==> src/sv/srt_pkg.sv <==
// ----------------------------------------------------------------------------
// srt_pkg
// Shared types and constants for the sorted route table.
// ----------------------------------------------------------------------------
package srt_pkg;

  localparam int DEPTH = 32;
  localparam int IDX_W = $clog2(DEPTH);
  localparam int CNT_W = $clog2(DEPTH + 1);

  localparam int OP_W     = 2;
  localparam int ADDR_W   = 32;
  localparam int IFACE_W  = 4;
  localparam int NUM_W    = 6;
  localparam int STATUS_W = 3;
  localparam int COUNT_W  = 6;

  localparam int IN_DATA_W  = 144;
  localparam int OUT_DATA_W = 48;

  localparam logic [OP_W-1:0] OP_INSERT = 2'd0;
  localparam logic [OP_W-1:0] OP_DELETE = 2'd1;
  localparam logic [OP_W-1:0] OP_LOOKUP = 2'd2;

  localparam logic [STATUS_W-1:0] ST_OK         = 3'd0;
  localparam logic [STATUS_W-1:0] ST_NOT_FOUND  = 3'd1;
  localparam logic [STATUS_W-1:0] ST_BAD_NUMBER = 3'd2;
  localparam logic [STATUS_W-1:0] ST_PROTECTED  = 3'd3;
  localparam logic [STATUS_W-1:0] ST_FULL       = 3'd4;

  typedef struct packed {
    logic [ADDR_W-1:0]  net;
    logic [ADDR_W-1:0]  mask;
    logic [ADDR_W-1:0]  hop;
    logic [IFACE_W-1:0] iface;
    logic               direct;
  } entry_t;

  typedef struct packed {
    logic [OP_W-1:0]   opcode;
    entry_t            new_entry;
    logic [NUM_W-1:0]  entry_number;
    logic [ADDR_W-1:0] lookup_addr;
  } item_t;

  typedef struct packed {
    logic                capture;
    logic                advance;
    logic                ins_write;
    logic                del_shift;
    logic                set_result;
    logic [STATUS_W-1:0] status;
    logic                hop_sel;
    logic                load_out;
  } cmd_t;

  typedef struct packed {
    logic [OP_W-1:0] opcode;
    logic            full;
    logic            at_end;
    logic            bad_num;
    logic            ins_here;
    logic            lk_match;
    logic            prot;
  } sts_t;

endpackage

==> src/sv/srt_ctrl.sv <==
// ----------------------------------------------------------------------------
// srt_ctrl
// Route table controller: sequences scan, insert, delete and result handoff.
// ----------------------------------------------------------------------------
module srt_ctrl (
  input  logic          clk,
  input  logic          rst,
  input  logic          in_valid,
  output logic          in_ready,
  output logic          out_valid,
  input  logic          out_ready,
  input  srt_pkg::sts_t sts,
  output srt_pkg::cmd_t cmd
);

  localparam logic [1:0] S_IDLE = 2'd0;
  localparam logic [1:0] S_SCAN = 2'd1;
  localparam logic [1:0] S_FIN  = 2'd2;

  logic [1:0] state;
  logic [1:0] state_next;
  logic       out_valid_reg;

  assign in_ready  = (state == S_IDLE);
  assign out_valid = out_valid_reg;

  always_comb begin
    cmd        = '0;
    cmd.status = srt_pkg::ST_OK;
    state_next = state;
    case (state)
      S_IDLE: begin
        if (in_valid) begin
          cmd.capture = 1'b1;
          state_next  = S_SCAN;
        end
      end
      S_SCAN: begin
        case (sts.opcode)
          srt_pkg::OP_INSERT: begin
            if (sts.full) begin
              cmd.set_result = 1'b1;
              cmd.status     = srt_pkg::ST_FULL;
              state_next     = S_FIN;
            end else if (sts.at_end || sts.ins_here) begin
              cmd.ins_write  = 1'b1;
              cmd.set_result = 1'b1;
              state_next     = S_FIN;
            end else begin
              cmd.advance = 1'b1;
            end
          end
          srt_pkg::OP_DELETE: begin
            cmd.set_result = 1'b1;
            state_next     = S_FIN;
            if (sts.bad_num) begin
              cmd.status = srt_pkg::ST_BAD_NUMBER;
            end else if (sts.prot) begin
              cmd.status = srt_pkg::ST_PROTECTED;
            end else begin
              cmd.del_shift = 1'b1;
            end
          end
          srt_pkg::OP_LOOKUP: begin
            if (sts.at_end) begin
              cmd.set_result = 1'b1;
              cmd.status     = srt_pkg::ST_NOT_FOUND;
              state_next     = S_FIN;
            end else if (sts.lk_match) begin
              cmd.set_result = 1'b1;
              cmd.hop_sel    = 1'b1;
              state_next     = S_FIN;
            end else begin
              cmd.advance = 1'b1;
            end
          end
          default: begin
            cmd.set_result = 1'b1;
            state_next     = S_FIN;
          end
        endcase
      end
      S_FIN: begin
        if (!out_valid_reg || out_ready) begin
          cmd.load_out = 1'b1;
          state_next   = S_IDLE;
        end
      end
      default: begin
        state_next = S_IDLE;
      end
    endcase
  end

  always_ff @(posedge clk) begin
    if (rst) begin
      state         <= S_IDLE;
      out_valid_reg <= 1'b0;
    end else begin
      state <= state_next;
      if (cmd.load_out) begin
        out_valid_reg <= 1'b1;
      end else if (out_ready) begin
        out_valid_reg <= 1'b0;
      end
    end
  end

endmodule
==> config.mk <==
export PLATFORM = sky130hd
export DESIGN_NAME = srt_ctrl
export DESIGN_NICKNAME = d
export VERILOG_FILES = /design/src/sv/srt_pkg.sv /design/src/sv/srt_ctrl.sv
export SDC_FILE = /design/constraint.sdc
export NUM_CORES = 1
export LEC_CHECK = 0
export BUFFER_PORTS_ARGS = -buffer_cell sky130_fd_sc_hd__buf_2
export CAP_MARGIN = 25
export CELL_PAD_IN_SITES_DETAIL_PLACEMENT = 1
export CELL_PAD_IN_SITES_GLOBAL_PLACEMENT = 2
export CORE_UTILIZATION = 17
export CTS_CLUSTER_DIAMETER = 150
export DETAILED_ROUTE_END_ITERATION = 16
export GPL_TIMING_DRIVEN = 0
export HOLD_SLACK_MARGIN = 0.15
export MAX_ROUTING_LAYER = met4
export PLACE_DENSITY_LB_ADDON = 0.1
export REMOVE_ABC_BUFFERS = 1
export SETUP_SLACK_MARGIN = 0.2
export SLEW_MARGIN = 20
export SYNTH_ARGS = -nofsm -noshare
export SYNTH_HDL_FRONTEND = slang
export SYNTH_SLANG_ARGS = --single-unit
==> constraint.sdc <==
create_clock -name clk -period 2.87 [get_ports clk]
set_clock_uncertainty 0.05 [all_clocks]
set_input_delay 0.1435 -clock clk [delete_from_list [all_inputs] [get_ports clk]]
set_output_delay 0.1435 -clock clk [all_outputs]
set_load 0.05 [all_outputs]
==> run summary <==
FLOORPLANNING
---------------------------------------------------------------------------------
Number of cell rows ................................................           14
Die Height .........................................................      42.1 um
Ports placed on the boundary .......................................           24
Floorplan Core Area ................................................     1510 um2
Die Width ..........................................................      42.1 um
Initial Utilization ................................................        0.182
Area of the die ....................................................     1780 um2

POWER
---------------------------------------------------------------------------------
Power per Cell Area ................................................   445 nW/um2
Leakage power total ................................................     0.211 nW
Overall power after layout .........................................       193 uW
Worst voltage drop across the vdd grid .............................     0.102 mV

CLOCK NETWORK
---------------------------------------------------------------------------------
Register clock-pin slew on the reported worst setup and hold paths .      0.04 ns
Cell chosen for the clock root .....................................     clkbuf_4
Number of buffers inserted during clock tree synthesis .............            3
Max H-tree Level ...................................................            1
Skew-Pair Late Insertion Delay .....................................      0.24 ns
Maximum root-to-sink buffer count ..................................            2
TritonCTS clock tree ...............................................          yes
Clock net sink count ...............................................            3

LOGIC SYNTHESIS
---------------------------------------------------------------------------------
Count of warnings emitted by yosys .................................            0
Sequential area share after synthesis ..............................        0.219
Synthesized instance count .........................................           35
Dominant cells by area after synthesis ............................. dfxtp_1, nor2_1, nor4_1, nor4b_1, a21oi_1
Cell type with the largest total area after synthesis ..............      dfxtp_1
Post-Synthesis Cell Area ...........................................      274 um2
Flop and latch count out of synthesis ..............................            3
Post-synth top area share ..........................................        0.219
Mean instance size in the synthesized netlist ......................     7.83 um2
Count of cell types in the netlist .................................           21

PLACEMENT
---------------------------------------------------------------------------------
PortBufs ...........................................................           23
Post-placement setup slack .........................................      1.22 ns
HPWL after detailed placement ......................................       651 um
GPL Wtd Cong .......................................................        0.589

GRT
---------------------------------------------------------------------------------
Initial antenna violation count ....................................            0
Final global-route overflow total ..................................            0
Number of global-route vias before repair ..........................          333
Global Route Usage Sum .............................................        0.105
Global-route wire length before repair .............................      1350 um
Pin count of the biggest net entering global routing ...............           10

LAYOUT
---------------------------------------------------------------------------------
Largest register FFs ...............................................            2
Core Util, Final ...................................................        0.288
Net total in the final layout ......................................           75
Fraction of layout cells with a size suffix above 1 ................        0.468
Antenna cells ......................................................            0
Synth-to-layout area growth ........................................        58.4%

WORST SETUP PATH
---------------------------------------------------------------------------------
Sequence of cells on the critical path ............................. nand2b_1 -> or3b_4 -> nor3_2 -> buf_2
Required time of the critical path .................................      2.68 ns
Slowest cell on the critical path ..................................       or3b_4
Start-to-end type of the worst setup path ..........................   reg -> out
CP Capture Type .................................................... primary output
Critical path peak fanout ..........................................            9
Arrival time of data at the critical path endpoint .................      1.69 ns
Startpoint type of the worst setup path ............................         flop
Delay of the slowest critical-path stage ...........................      0.45 ns

STA
---------------------------------------------------------------------------------
Fmax ...............................................................      532 MHz
Count of endpoints failing setup in the final report ...............            0
Unrepaired setup endpoints after global routing ....................        false
Number of max-slew violations in the final report ..................            0
Relative slew slack ................................................        0.766
Measured slew at the worst slew-check pin ..........................     0.351 ns
Period minus WS final ..............................................      1.88 ns
Final Hold Vio Count ...............................................            0
Part of the cycle the worst path needs .............................        0.655
Total Negative Setup Slacks ........................................         0 ns
Slack of the critical path .........................................     0.989 ns

ROUTING
---------------------------------------------------------------------------------
Detailed-route via count ...........................................          362
Initial DRC count ..................................................            0
Average wire per cell in the routed design .........................      10.6 um
Antenna-violating nets left ........................................            0
Post-route DRC .....................................................            0
Total Wirelength ...................................................       829 um
Via-to-Cell Ratio ..................................................         4.64
Drt first pass iters ...............................................            1

OUTCOME
---------------------------------------------------------------------------------
Run status .........................................................    completed

RUN
---------------------------------------------------------------------------------
Max-cap violation count ............................................            0

WORST HOLD PATH
---------------------------------------------------------------------------------
Worst Hold Class ...................................................    in -> reg

-- worst max-delay path, delay by kind of cell (launching register included) --
family,cells,cell delay (ns)
flip-flops,1,0.33
AND/OR/NAND/NOR,3,0.85
buffers and inverters,1,0.27
-- routing by layer --
metal,GRT usage,part of all wire
met5,-,0
met4,0.0750,0.021
met3,0.0388,0.086
met2,0.153,0.40
met1,0.118,0.49
-- kinds of logic after synthesis --
family          share of synthesized area
simple gates                        0.507
compound gates                      0.233
flops                               0.219
buf+inv                            0.0411
-- placed cells by master, fill, tap and decap left out --
cell / Yosys / layout
nor4_1: 3 / 3
nand2b_1: 2 / 2
a41o_1: 1 / 1
o22a_2: 1 / 1
buf_2: 0 / 23
clkbuf_1: 0 / 1
o2bb2ai_1: 1 / 1
clkbuf_4: 0 / 3
o21a_1: 1 / 1
and2_1: 1 / 1
or3b_4: 1 / 1
nor3_2: 1 / 1
a21oi_1: 3 / 3
nor4b_1: 2 / 2
o21bai_1: 1 / 1
nor2b_1: 1 / 1
nand2_1: 1 / 1
nor2_1: 7 / 7
dlygate4sd3_1: 0 / 1
or2b_1: 1 / 1
dfxtp_1: 3 / 3
nand3b_1: 1 / 1
o21ai_0: 1 / 1
nand4bb_1: 1 / 1
-- timing repair --
action | 4_1_cts | 5_1_grt
setup buffers | 0 | 0
setup endpoints to repair | 0 | 0
hold endpoints to repair | 2 | 0
hold buffers | 1 | 0
resized for setup | 0 | 0
-- final cells by class --
class                      count  area [um2]
clock buffer                   4        26.3
sequential                     3        60.1
tap                           16        20.0
fill                         206        1070
multi-input combinational     31         203
timing repair buffer          24         125
-- final timing paths --
kind / startpoint / to / slack, ns / cells past startpoint
min reg2reg: out_valid$_SDFFE_PP0P_ / out_valid$_SDFFE_PP0P_ / 0.47 / 2
min: out_ready / out_valid$_SDFFE_PP0P_ / 0.18 / 3
max: state[1]$_SDFFE_PP0P_ / cmd[6] / 0.99 / 4
max reg2reg: state[1]$_SDFFE_PP0P_ / state[1]$_SDFFE_PP0P_ / 1.73 / 3
-- stage by stage --
| stage | area (um2) | cells | hold WS [ns] |
|---|---|---|---|
| global placement | 398 | 73 | 0.334 |
| floorplan | 263 | 34 | 0.163 |
| CTS | 434 | 78 | 0.166 |
| global route | 434 | 78 | 0.205 |
| finish | 434 | 78 | 0.177 |
| detailed placement | 398 | 73 | 0.335 |
-- synthesized netlist by cell type (all sizes together) --
library cell / number
a21oi: 3
a41o: 1
and2: 1
buf: 1
dfxtp: 3
nand2: 1
nand2b: 2
nand3b: 1
nand4bb: 1
nor2: 7
nor2b: 1
nor3: 1
nor4: 3
nor4b: 2
o21a: 1
o21ai: 1
o21bai: 1
o22a: 1
o2bb2ai: 1
or2b: 1
or3b: 1
-- power breakdown --
| group | switching [mW] | total, mW | internal (mW) |
|---|---|---|---|
| Sequential | 0.00265 | 0.0475 | 0.0449 |
| Combinational | 0.0483 | 0.0704 | 0.0222 |
| Clock | 0.0230 | 0.0752 | 0.0522 |
| Total | 0.0740 | 0.193 | 0.119 |
(Power assumes the default switching activity.)
